`config.mk`:
```
export PLATFORM = sky130hd
export DESIGN_NAME = minmax_contrast_stretch
export DESIGN_NICKNAME = d
export VERILOG_FILES = /design/src/sv/mmcs_pkg.sv /design/src/sv/mmcs_div.sv /design/src/sv/minmax_contrast_stretch.sv
export VERILOG_INCLUDE_DIRS = /design/src /design/src/sv
export SDC_FILE = /design/constraint.sdc
export NUM_CORES = 1
export LEC_CHECK = 0
export BUFFER_PORTS_ARGS = -buffer_cell sky130_fd_sc_hd__buf_2
export CAP_MARGIN = 25
export CORE_UTILIZATION = 37
export CTS_BUF_LIST = sky130_fd_sc_hd__clkbuf_16
export DETAILED_ROUTE_END_ITERATION = 10
export PLACE_DENSITY = 0.57
export SLEW_MARGIN = 10
export SYNTH_ARGS = -nofsm -noshare
export SYNTH_HDL_FRONTEND = slang
export SYNTH_SLANG_ARGS = --single-unit
```
`constraint.sdc`:
```
create_clock -name clock -period 10.75 [get_ports clock]
set_input_delay 0.5375 -clock clock [delete_from_list [all_inputs] [get_ports clock]]
set_output_delay 0.5375 -clock clock [all_outputs]
set_load 0.03 [all_outputs]
```
`src/sv/minmax_contrast_stretch_macros.svh`:
```
// ----------------------------------------------------------------------------
// Min-max contrast stretch assertion macros
// Shared concurrent assertion forms, clocked and disabled during reset.
// ----------------------------------------------------------------------------
`ifndef MINMAX_CONTRAST_STRETCH_MACROS_SVH
`define MINMAX_CONTRAST_STRETCH_MACROS_SVH

// Check that cond implies prop in the same cycle
`define MMCS_ASSERT_IMPLY(label, clk, rst, cond, prop) \
   label: assert property (@(posedge clk) disable iff (rst) (cond) |-> (prop)) \
      else $error("mmcs: same-cycle check failed");

// Check that cond implies prop in the following cycle
`define MMCS_ASSERT_NEXT(label, clk, rst, cond, prop) \
   label: assert property (@(posedge clk) disable iff (rst) (cond) |=> (prop)) \
      else $error("mmcs: next-cycle check failed");

`endif

```
`src/sv/mmcs_pkg.sv`:
```
// ----------------------------------------------------------------------------
// Min-max contrast stretch package
// Shared widths, constants and divider interface types.
// ----------------------------------------------------------------------------
package mmcs_pkg;

   localparam int CHAN_COUNT = 3;
   localparam int SAMPLE_W   = 8;
   localparam int NUMER_W    = 2 * SAMPLE_W;
   localparam int DIV_STEPS  = SAMPLE_W;
   localparam int STEP_W     = $clog2(DIV_STEPS);
   localparam int CHAN_W     = 2;

   localparam logic [SAMPLE_W-1:0] PIXEL_TOP = '1;
   localparam logic [SAMPLE_W-1:0] PIXEL_BOT = '0;

   // Pixel commands carried in tuser[0]
   localparam logic CMD_MEASURE = 1'b0;
   localparam logic CMD_MAP     = 1'b1;

   // Request into the shared divider
   typedef struct packed {
      logic                start;
      logic [NUMER_W-1:0]  numer;
      logic [SAMPLE_W-1:0] denom;
   } div_req_type;

   // Status and quotient out of the shared divider
   typedef struct packed {
      logic                busy;
      logic                done;
      logic [SAMPLE_W-1:0] quot;
   } div_rsp_type;

endpackage

```
`src/sv/mmcs_div.sv`:
```
// ----------------------------------------------------------------------------
// Shared restoring divider
// Divides a 16-bit numerator by an 8-bit divisor, one quotient bit per cycle.
// The caller guarantees the quotient fits in 8 bits (numer < 256 * denom).
// ----------------------------------------------------------------------------
module mmcs_div
   import mmcs_pkg::*;
(
   input  logic        clock,
   input  logic        reset,
   input  div_req_type div_req,
   output div_rsp_type div_rsp
);

   logic [SAMPLE_W-1:0] rem_ff, rem_in;
   logic [SAMPLE_W-1:0] low_ff, low_in;
   logic [SAMPLE_W-1:0] quot_ff, quot_in;
   logic [SAMPLE_W-1:0] den_ff, den_in;
   logic [STEP_W-1:0]   step_ff, step_in;
   logic                busy_ff, busy_in;
   logic                done_ff, done_in;

   logic [SAMPLE_W:0]   trial;
   logic                fits;

   // One restoring step: shift in the next numerator bit, try the subtract
   always_comb begin
      trial = {rem_ff, low_ff[SAMPLE_W-1]};
      fits  = trial >= {1'b0, den_ff};
   end

   always_comb begin
      rem_in  = rem_ff;
      low_in  = low_ff;
      quot_in = quot_ff;
      den_in  = den_ff;
      step_in = step_ff;
      busy_in = busy_ff;
      done_in = 1'b0;
      if (div_req.start) begin
         // Load: the high byte is already below the divisor
         rem_in  = div_req.numer[NUMER_W-1:SAMPLE_W];
         low_in  = div_req.numer[SAMPLE_W-1:0];
         den_in  = div_req.denom;
         quot_in = '0;
         step_in = '0;
         busy_in = 1'b1;
      end else if (busy_ff) begin
         rem_in  = fits ? SAMPLE_W'(trial - {1'b0, den_ff}) : trial[SAMPLE_W-1:0];
         low_in  = {low_ff[SAMPLE_W-2:0], 1'b0};
         quot_in = {quot_ff[SAMPLE_W-2:0], fits};
         step_in = step_ff + 1'b1;
         if (step_ff == STEP_W'(DIV_STEPS - 1)) begin
            busy_in = 1'b0;
            done_in = 1'b1;
         end
      end
   end

   // Hold control under reset, datapath free-running
   always_ff @(posedge clock) begin
      if (reset) begin
         busy_ff <= 1'b0;
         done_ff <= 1'b0;
         step_ff <= '0;
      end else begin
         busy_ff <= busy_in;
         done_ff <= done_in;
         step_ff <= step_in;
      end
      rem_ff  <= rem_in;
      low_ff  <= low_in;
      quot_ff <= quot_in;
      den_ff  <= den_in;
   end

   assign div_rsp.busy = busy_ff;
   assign div_rsp.done = done_ff;
   assign div_rsp.quot = quot_ff;

endmodule

```
`src/sv/minmax_contrast_stretch.sv`:
```
// ----------------------------------------------------------------------------
// Min-max contrast stretch
// Per-channel running min/max measure and linear stretch of up to 3 channels.
// ----------------------------------------------------------------------------
// Usage:
//   req_* carries one pixel per transaction: tuser[0] selects measure (0) or
//   map (1), tuser[1] restarts min/max on a measure. tdata holds channels
//   0..2 from the low byte up. rsp_* returns one stretched pixel per map
//   transaction; measure transactions return nothing. csr_we/csr_wdata set
//   the number of active channels (idle only); unused channels map to zero.
// Sequencing:
//   A measure updates min/max on the accepting edge.
//   A map walks the channels one at a time through the shared divider:
//   a channel that needs no divide is resolved in S_CHAN, one that does
//   goes from S_CHAN to S_DIV and waits for the 8-step restoring divider,
//   then S_PUSH loads the output register. req_tready is only high in
//   S_IDLE, between items, so no new pixel is taken while a map runs.
// Reset:
//   Synchronous, active high: min goes to 255, max to 0, channel count to
//   3, output register empties.
// Stall:
//   A finished pixel waits in the output register; measures are still
//   taken meanwhile, and the next map holds before its output load until
//   rsp_tready drains the register.
// ----------------------------------------------------------------------------
`include "minmax_contrast_stretch_macros.svh"

module minmax_contrast_stretch
   import mmcs_pkg::*;
(
   input  logic        clock,
   input  logic        reset,
   // configuration
   input  logic        csr_we,
   input  logic [1:0]  csr_wdata,    // active_channels
   // pixel input
   input  logic        req_tvalid,
   output logic        req_tready,
   input  logic [23:0] req_tdata,    // chan0_value, chan1_value, chan2_value
   input  logic [1:0]  req_tuser,    // cmd, first_of_frame
   // stretched output
   output logic        rsp_tvalid,
   input  logic        rsp_tready,
   output logic [23:0] rsp_tdata     // stretched0, stretched1, stretched2
);

   localparam logic [1:0] S_IDLE = 2'd0;
   localparam logic [1:0] S_CHAN = 2'd1;
   localparam logic [1:0] S_DIV  = 2'd2;
   localparam logic [1:0] S_PUSH = 2'd3;

   logic [1:0]          state_ff, state_in;
   logic [CHAN_W-1:0]   chan_ff, chan_in;
   logic [1:0]          active_ff;
   logic [SAMPLE_W-1:0] min_ff   [CHAN_COUNT];
   logic [SAMPLE_W-1:0] max_ff   [CHAN_COUNT];
   logic [SAMPLE_W-1:0] samp_ff  [CHAN_COUNT];
   logic [SAMPLE_W-1:0] res_ff   [CHAN_COUNT];
   logic [SAMPLE_W-1:0] res_val;
   logic                res_we;
   logic                rsp_valid_ff;
   logic [23:0]         rsp_data_ff;

   logic [CHAN_W-1:0]   used;
   logic                accept;
   logic                is_map;
   logic [SAMPLE_W-1:0] req_samp [CHAN_COUNT];
   logic [SAMPLE_W-1:0] k_val, lo_val, hi_val, diff;
   logic                out_free;
   logic                div_start;
   div_req_type         div_req;
   div_rsp_type         div_rsp;

   // Effective channel count, limited to the channels present
   always_comb begin
      used = (active_ff > CHAN_W'(CHAN_COUNT)) ? CHAN_W'(CHAN_COUNT) : active_ff;
   end

   assign req_tready = (state_ff == S_IDLE);
   assign accept     = req_tvalid && req_tready;
   assign is_map     = (req_tuser[0] == CMD_MAP);
   assign out_free   = !rsp_valid_ff || rsp_tready;

   for (genvar g = 0; g < CHAN_COUNT; g++) begin : g_unpack
      assign req_samp[g] = req_tdata[g*SAMPLE_W +: SAMPLE_W];
   end

   // Current channel operands for the stretch
   always_comb begin
      k_val  = samp_ff[chan_ff];
      lo_val = min_ff[chan_ff];
      hi_val = max_ff[chan_ff];
      diff   = k_val - lo_val;
      div_req.start = div_start;
      div_req.numer = {diff, {SAMPLE_W{1'b0}}} - {{SAMPLE_W{1'b0}}, diff};
      div_req.denom = hi_val - lo_val;
   end

   // Sequencer: walk channels, start divides, load the output
   always_comb begin
      state_in  = state_ff;
      chan_in   = chan_ff;
      res_we    = 1'b0;
      res_val   = PIXEL_BOT;
      div_start = 1'b0;
      unique case (state_ff)
         S_IDLE: begin
            if (accept && is_map) begin
               state_in = S_CHAN;
               chan_in  = '0;
            end
         end
         S_CHAN: begin
            if (chan_ff >= used || k_val <= lo_val) begin
               res_we  = 1'b1;
               res_val = PIXEL_BOT;
            end else if (k_val > hi_val) begin
               res_we  = 1'b1;
               res_val = PIXEL_TOP;
            end else begin
               div_start = 1'b1;
               state_in  = S_DIV;
            end
            if (res_we) begin
               if (chan_ff == CHAN_W'(CHAN_COUNT - 1)) begin
                  state_in = S_PUSH;
               end else begin
                  chan_in = chan_ff + 1'b1;
               end
            end
         end
         S_DIV: begin
            if (div_rsp.done) begin
               res_we  = 1'b1;
               res_val = div_rsp.quot;
               if (chan_ff == CHAN_W'(CHAN_COUNT - 1)) begin
                  state_in = S_PUSH;
               end else begin
                  chan_in  = chan_ff + 1'b1;
                  state_in = S_CHAN;
               end
            end
         end
         S_PUSH: begin
            if (out_free) begin
               state_in = S_IDLE;
            end
         end
         default: begin
            state_in = S_IDLE;
         end
      endcase
   end

   // Control, configuration and min/max state
   always_ff @(posedge clock) begin
      if (reset) begin
         state_ff     <= S_IDLE;
         chan_ff      <= '0;
         active_ff    <= 2'd3;
         rsp_valid_ff <= 1'b0;
         for (int c = 0; c < CHAN_COUNT; c++) begin
            min_ff[c] <= PIXEL_TOP;
            max_ff[c] <= PIXEL_BOT;
         end
      end else begin
         state_ff <= state_in;
         chan_ff  <= chan_in;
         if (csr_we) begin
            active_ff <= csr_wdata;
         end
         // Fold a measured pixel into the running range
         if (accept && (req_tuser[0] == CMD_MEASURE)) begin
            for (int c = 0; c < CHAN_COUNT; c++) begin
               if (CHAN_W'(c) < used) begin
                  if (req_tuser[1]) begin
                     min_ff[c] <= req_samp[c];
                     max_ff[c] <= req_samp[c];
                  end else begin
                     if (req_samp[c] < min_ff[c]) min_ff[c] <= req_samp[c];
                     if (req_samp[c] > max_ff[c]) max_ff[c] <= req_samp[c];
                  end
               end
            end
         end
         // Output register: drop on take, load on push
         if (state_ff == S_PUSH && out_free) begin
            rsp_valid_ff <= 1'b1;
         end else if (rsp_tready) begin
            rsp_valid_ff <= 1'b0;
         end
      end
   end

   // Sample, per-channel result and output payload registers
   always_ff @(posedge clock) begin
      if (accept) begin
         for (int c = 0; c < CHAN_COUNT; c++) begin
            samp_ff[c] <= req_samp[c];
         end
      end
      if (res_we) begin
         res_ff[chan_ff] <= res_val;
      end
      if (state_ff == S_PUSH && out_free) begin
         for (int c = 0; c < CHAN_COUNT; c++) begin
            rsp_data_ff[c*SAMPLE_W +: SAMPLE_W] <= res_ff[c];
         end
      end
   end

   assign rsp_tvalid = rsp_valid_ff;
   assign rsp_tdata  = rsp_data_ff;

   mmcs_div u_div (
      .clock   (clock),
      .reset   (reset),
      .div_req (div_req),
      .div_rsp (div_rsp)
   );

   // Checks on sequencer and divider cooperation
   `MMCS_ASSERT_IMPLY(a_start_idle_div, clock, reset, div_req.start, !div_rsp.busy)
   `MMCS_ASSERT_IMPLY(a_done_in_div, clock, reset, div_rsp.done, state_ff == S_DIV)
   `MMCS_ASSERT_NEXT(a_map_starts_chan0, clock, reset, accept && is_map,
                     state_ff == S_CHAN && chan_ff == '0)
   `MMCS_ASSERT_NEXT(a_push_loads_out, clock, reset, state_ff == S_PUSH && out_free,
                     rsp_valid_ff && state_ff == S_IDLE)

endmodule
```
==> metrics.csv, run 1 <==
stage;metric;value;unit
cts;clk_pin_slew;0.07;ns
setup_path;reg2reg_depth;14;
setup_path;path_max_fanout;24;
timing;setup-violations-final;0;
power_and_ir_drop;comb_power_share;16.3;%
timing;min_period;4.03;ns
power_and_ir_drop;ir_worst_vdd;0.100;mV
global_route;grt_usage;16.2;%
setup_path;cp_data_arrival_time;4.09;ns
timing;setup_tns;0;ns
worst_hold_path;min-delay-start;csr_wdata[0];
place;dp.cells;1181;
global_route;antenna_found_initial;0;
route;totalWireLength;19600;um
place;dpl.hpwl;15200;um
final_layout;final_cell_mix;144 x edfxtp_1, 89 x ha_1, 84 x inv_1, 58 x buf_2, 50 x nand2_1;
die;start_util;38.1;%
route;ant_nets;0;
logic_synthesis;yosys.area.top_type;edfxtp_1;
setup_path;endpoint_kind;flop;
logic_synthesis;syn-num-nets;943;
logic_synthesis;netlist_area;0.00934;mm^2
power_and_ir_drop;p_total;0.00163;W
setup_path;r2r_slack;6.72;ns
power_and_ir_drop;clkPwrFrac;37.8;%
global_route;grt_pass1_wl;31900;um
cts;tritoncts;built;
logic_synthesis;synth_area_leaders;edfxtp_1 46%, ha_1 12%, dfxtp_1 4.7%;
cts;cts_buffers;17;
die;ios;59;
route;drt_iter0_drc;423;
timing;clock.fmax;248;MHz
cts;htree_levels;4;
die;rows;57;
final_layout;synthToLayoutAreaGrowth;13.7;%
route;vias;6009;
run_status;outcome;completed;
logic_synthesis;ys_seq_area_share;51.0;%
setup_path;reg2reg_to;res_ff[0][1];
final_layout;drive_gt1_share;15.3;%
cts;clkLatencyLatePin;0.44;ns
timing;fin_ws;6.72;ns
final_layout;final_cells;1213;
global_route;grt_pass1_vias;5993;
logic_synthesis;ys_ff_latch;166;
logic_synthesis;synthFlopType;edfxtp_1;
route;post_drt_wl_per_cell;16.2;um
power_and_ir_drop;intPower;0.00115;W
logic_synthesis;yosysWarnings;0;
logic_synthesis;syn_inst;818;
worst_hold_path;min_path_type;in -> reg;
global_route;grt_max_degree;53;
worst_hold_path;min_path_cells;3;
final_layout;fin_nets;1001;
worst_hold_path;min_to;active_ff[0];
setup_path;required;10.82;ns
route;drc;0;
global_route;overflow;0;
logic_synthesis;synth_cell_types;70;
place;pre_cts_slack;6.68;ns
final_layout;n_antenna_cell;0;
setup_path;critPathKind;reg -> reg;
timing;drv_slew;0;
timing;rsz0062_at_grt;false;
logic_synthesis;avgSynthCellArea;11.4;um^2
final_layout;final_common_cell;edfxtp_1;
timing;finalHoldViolations;0;
cts;hold_buffers;0;
route;drt-vias-per-instance;4.95;
power_and_ir_drop;p_sw;0.000473;W
logic_synthesis;async_flop_share;0;%
place;gp_congestion;0.813;
timing;skew;0.0135;ns
die;die-area;0.0259;mm^2
cts;cts_root_buf;clkbuf_16;
route;drt_first_pass_iters;4;
die;die_y;161;um
die;die_w;161;um
cts;cts_resized;0;
power_and_ir_drop;powerDensity;153;mW/mm^2
logic_synthesis;synth_edf_count;144;
cts;post-cts-setup-buffer-count;0;
setup_path;critPathLaunchType;flop;
power_and_ir_drop;p_seq_share;45.9;%
cts;cts_sinks;166;
timing;period_share;37.5;%
place;port_buffers;58;
timing;relSlewSlack;36.4;%
die;core_area;0.0245;mm^2
flow_run;drv_cap;0;
power_and_ir_drop;p_leak;4.28;nW
power_and_ir_drop;power.share.switching;29.1;%
logic_synthesis;synth_top_area_share;46.3;%
timing;tightestPinTransition;0.951;ns
cts;clockBufferDepth;2;
worst max path at each step:
stage / slack [ns] / to
6_report: 6.72 / res_ff[0][1]
5_1_grt: 6.37 / res_ff[0][1]
4_1_cts: 6.66 / res_ff[0][1]
3_5_place_dp: 6.68 / res_ff[0][3]
3_3_place_gp: 6.75 / res_ff[0][3]
2_1_floorplan: 6.82 / u_div.low_ff[7]
state kept, by name (all words and copies together), names as in the netlist, named ones only:
signal / flops
u_div.quot_ff: 8
state_ff: 2
max_ff: 24
u_div.done_ff: 1
u_div.low_ff: 8
active_ff: 2
min_ff: 24
chan_ff: 2
u_div.busy_ff: 1
rsp_tdata: 24
rsp_tvalid: 1
samp_ff: 24
u_div.rem_ff: 8
u_div.step_ff: 3
u_div.den_ff: 8
res_ff: 24
cell families (layout without fill, tap and decap cells):
logic type               count (synthesis)  after routing  share of synthesized area [%]
AND/OR/NAND/NOR                        218            218                           12.3
AO/OA/AOI/OAI                          169            169                           12.7
flip-flops                             166            166                           51.0
buffers and inverters                  109            180                           4.62
adder cells (fa/ha/maj)                 92             92                           12.6
multiplexers                            45             45                           4.94
XOR/XNOR                                19             19                           1.86
layout make-up:
type | count | area (um^2)
Inverter | 84 | 315
Sequential cell | 166 | 4760
Timing Repair Buffer | 64 | 359
Clock inverter | 15 | 194
Multi-Input combinational cell | 543 | 4150
Clock buffer | 17 | 425
Fill cell | 2359 | 13900
Tap cell | 324 | 405
per-stage QoR:
step           area (um^2)  util [%]  hold WS, ns
2_1_floorplan         9340         -        0.400
3_3_place_gp          9960      40.6        0.404
3_5_place_dp         10000      40.7        0.407
4_1_cts              10600      43.3        0.307
5_1_grt              10600      43.3        0.323
6_report             10600      43.3        0.318
power groups by stage:
stage	logic [W]	clock network, W	registers [W]
after floorplan	0.000197	0	0.000755
after global placement	0.000263	0	0.000762
after detailed placement	0.000266	0	0.000762
after CTS	0.000268	0.000630	0.000748
after global routing	0.000301	0.000654	0.000750
final	0.000265	0.000615	0.000747
per-layer routing:
layer  part of all wire, %  up-vias  global-route usage (%)
li1                      -     3082                       -
met3                   2.6       25                    3.36
met5                     0        -                       0
met2                    48       84                    26.6
met1                    48     2818                    21.1
met4                   1.9        0                    5.36
cells in the mapped netlist (all sizes together) (19+ instances only):
master and number:
o21ai 30, dfxtp 22, mux2i 39, nor2 44
or2 19, inv 84, o21a 20, a21o 26
nor2b 39, edfxtp 144, a21oi 35, ha 89
nand2 50
worst max-delay path, cell delays in order (launching register included):
cell and delay [ns]:
dfxtp_1 0.31, buf_4 0.39, mux2i_1 0.23, nor2_1 0.05, a21oi_1 0.20, ha_1 0.22
inv_1 0.06, fa_1 0.40, a21o_1 0.23, a221oi_4 0.29, a21oi_1 0.13, o211ai_2 0.24
o21ai_0 0.15, nand2b_1 0.13, nor2b_1 0.62
(Power assumes the default switching activity.)
==> inputs of run 2 (changes only) <==
--- a/config.mk
+++ b/config.mk
@@ -6,12 +6,13 @@
 export SDC_FILE = /design/constraint.sdc
 export NUM_CORES = 1
 export LEC_CHECK = 0
+export ABC_AREA = 1
 export BUFFER_PORTS_ARGS = -buffer_cell sky130_fd_sc_hd__buf_2
 export CAP_MARGIN = 25
 export CORE_UTILIZATION = 37
 export CTS_BUF_LIST = sky130_fd_sc_hd__clkbuf_16
 export DETAILED_ROUTE_END_ITERATION = 10
-export PLACE_DENSITY = 0.57
+export PLACE_DENSITY = 0.59
 export SLEW_MARGIN = 10
 export SYNTH_ARGS = -nofsm -noshare
 export SYNTH_HDL_FRONTEND = slang
==> constraint.sdc (replaced) <==
create_clock -name clock -period 3.55 [get_ports clock]
set_input_delay 0.1775 -clock clock [delete_from_list [all_inputs] [get_ports clock]]
set_output_delay 0.1775 -clock clock [all_outputs]
set_load 0.03 [all_outputs]
==> metrics.csv, run 2 <==
stage;metric;value;unit
timing;finalHoldViolations;0;
setup_path;cp_data_arrival_time;3.22;ns
logic_synthesis;synth.most_common_cell;nand2_1;
final_layout;fin_nets;1222;
route;wl_met2;10600;um
final_layout;final_common_cell;nand2_1;
setup_path;critPathTopFamily;simple AND/OR/NAND/NOR gates;
final_layout;fin_area;0.0109;mm^2
logic_synthesis;synth_cell_types;41;
timing;clock.fmax;324;MHz
logic_synthesis;async_flop_share;0;%
cts;htree_levels;4;
setup_path;path_depth;16;
logic_synthesis;synth-adder-area-share;12.6;%
cts;cts_root_buf;clkbuf_16;
setup_path;slowest_delay;0.41;ns
final_layout;final_cells;1434;
die;start_util;38.1;%
setup_path;worstPathCellList;inv_1 -> buf_4 -> o21ai_0 -> ha_1 -> a21oi_1 -> nand3_2 -> nand2_1 -> nand2_1 -> nand2_2 -> inv_2 -> nand2_1 -> nand2_1 -> nand2_1 -> nand2_1 -> nor2_1 -> buf_4;
timing;min_period;3.09;ns
route;drt_iter0_drc;393;
logic_synthesis;synthFlopType;edfxtp_1;
die;ios;59;
worst_hold_path;min_path_type;in -> reg;
cts;tritoncts;built;
route;ant_nets;0;
setup_path;r2r_slack;0.46;ns
setup_path;reg2reg_depth;16;
timing;setup_tns;0;ns
timing;setup-violations-final;0;
place;dpl.hpwl;16400;um
timing;skew;0.0105;ns
power_and_ir_drop;p_leak;4.83;nW
route;vias;6867;
global_route;overflow;0;
final_layout;synthToLayoutAreaGrowth;16.4;%
logic_synthesis;synthTopCellsByCount;225 x nand2_1, 159 x inv_1, 144 x edfxtp_1, 91 x a21oi_1, 89 x ha_1;
die;die-area;0.0259;mm^2
die;rows;57;
timing;rsz0062_at_grt;false;
logic_synthesis;avgSynthCellArea;9.29;um^2
route;drt_first_pass_iters;5;
final_layout;n_antenna_cell;0;
timing;tightestPinTransition;0.971;ns
setup_path;required;3.69;ns
setup_path;reg2reg_to;res_ff[0][3];
global_route;antenna_found_initial;0;
cts;cts_sinks;166;
final_layout;final_util;44.3;%
route;drt-vias-per-instance;4.79;
route;post_drt_wl_per_cell;14.8;um
setup_path;critPathLaunchType;flop;
logic_synthesis;syn_inst;1005;
flow_run;drv_cap;0;
logic_synthesis;netlist_area;0.00934;mm^2
route;drc;0;
place;dp.cells;1376;
route;wl_met3;774;um
setup_path;critPathMostFrequentCell;nand2_1;
logic_synthesis;synth_edf_count;144;
cts;clk_pin_slew;0.07;ns
logic_synthesis;synth_area_leaders;edfxtp_1 46%, ha_1 12%, nand2_1 9.0%;
worst_hold_path;min_to;samp_ff[2][1];
logic_synthesis;ys_ff_latch;166;
global_route;grt_pass1_vias;6696;
worst_hold_path;min-delay-start;req_tdata[17];
setup_path;critPathSlowestCell;o21ai_0;
power_and_ir_drop;ir_worst_vdd;0.349;mV
global_route;grt_usage;17.2;%
global_route;grt_pass1_wl;34200;um
final_layout;final_cell_mix;225 x nand2_1, 159 x inv_1, 144 x edfxtp_1, 91 x a21oi_1, 89 x ha_1;
place;port_buffers;58;
route;routed.top_layer;met4;
logic_synthesis;yosysWarnings;0;
logic_synthesis;yosys.area.top_type;edfxtp_1;
logic_synthesis;synth_top_area_share;46.3;%
die;die_y;161;um
cts;clockBufferDepth;2;
run_status;outcome;completed;
timing;drv_slew;0;
die;core_area;0.0245;mm^2
setup_path;crit_buf_inv;4;
logic_synthesis;ys_seq_area_share;51.0;%
final_layout;drive_gt1_share;11.2;%
setup_path;endpoint_kind;flop;
logic_synthesis;synth_top_family_by_area;simple AND/OR/NAND/NOR gates;
logic_synthesis;synth-xor-area-share;1.59;%
place;dpl-instance-area;0.0100;mm^2
die;die_w;161;um
logic_synthesis;synth_mux_area_share;0;%
global_route;grt_max_degree;29;
timing;hold_ws;0.0163;ns
cts;cts_buffers;17;
logic_synthesis;yosys.area_share.simple;17.2;%
cts;clkLatencyLatePin;0.44;ns
route;totalWireLength;21300;um
place;gp_congestion;0.830;
logic_synthesis;syn-num-nets;1130;
logic_synthesis;synth-compound-area-share;9.67;%
timing;period_share;87.0;%
power_and_ir_drop;powerDensity;644;mW/mm^2
route;wl_met1;9360;um
setup_path;critPathKind;reg -> reg;
worst_hold_path;min_path_cells;1;
timing;relSlewSlack;35.2;%
setup_path;path_max_fanout;11;
run 2: changes by cell type after synthesis, moves of 7 or more:
cell,before,now
nor2_1,44,81
o21ai_0,29,40
a21o_1,26,0
a21boi_0,11,0
nand2b_1,7,0
nor2b_1,39,0
a21oi_1,35,91
inv_1,84,159
o211ai_1,4,15
or2_2,19,3
nand2_1,50,225
mux2i_1,39,0
nand3_1,7,42
o21a_1,20,6
run 2: layout make-up:
class,count,area [um^2]
clock buffer,17,425
clock inverter,15,178
fill,2389,13700
inverter,162,613
multi-input combinational,655,3840
sequential,166,4760
tap,324,405
timing repair buffer,95,641
run 2: worst register-to-register path, delay by kind of cell, from the launching register on:
kind | cells | cell delay [ns]
compound gates | 2 | 0.72
fa+ha+maj | 1 | 0.41
buf+inv | 4 | 0.60
flops | 1 | 0.33
simple gates | 9 | 0.72
run 2: through the flow:
stage,setup slack (ns),power (W)
CTS,0.426,0.00705
floorplan,0.447,0.00450
finish,0.463,0.00700
global route,0.0576,0.00751
detailed placement,0.430,0.00514
global placement,0.472,0.00512
run 2: how the worst max path moves through the flow:
stage,endpoint,startpoint
2_1_floorplan,res_ff[1][0],flop
3_3_place_gp,u_div.rem_ff[0],flop
3_5_place_dp,u_div.rem_ff[0],flop
4_1_cts,u_div.low_ff[0],flop
5_1_grt,u_div.low_ff[0],flop
6_report,res_ff[0][3],flop
run 2: kinds of logic (layout without fill, tap and decap cells):
kind of cell,count (synthesis),in the layout
AO/OA/AOI/OAI,165,165
XOR/XNOR,17,17
adder cells (fa/ha/maj),92,92
buffers and inverters,184,289
flip-flops,166,166
AND/OR/NAND/NOR,381,381
run 2: metal layers:
layer	global-route usage, %	vias to the layer above
met4	6.30	0
met2	30.1	116
li1	-	3539
met3	4.03	32
met5	0	-
met1	20.5	3180
run 2: report_power, final:
part	switching [W]	total, W	internal [W]
registers	0.0000901	0.00247	0.00238
clock network	0.000867	0.00188	0.00101
logic	0.00173	0.00265	0.000921
total	0.00269	0.00700	0.00431
run 2: repair_timing:
action | in CTS | in global routing
buffers inserted | 0 | 0
endpoints found under the hold margin | 20 | 2
hold buffers | 24 | 2
gates resized for setup | 0 | 0
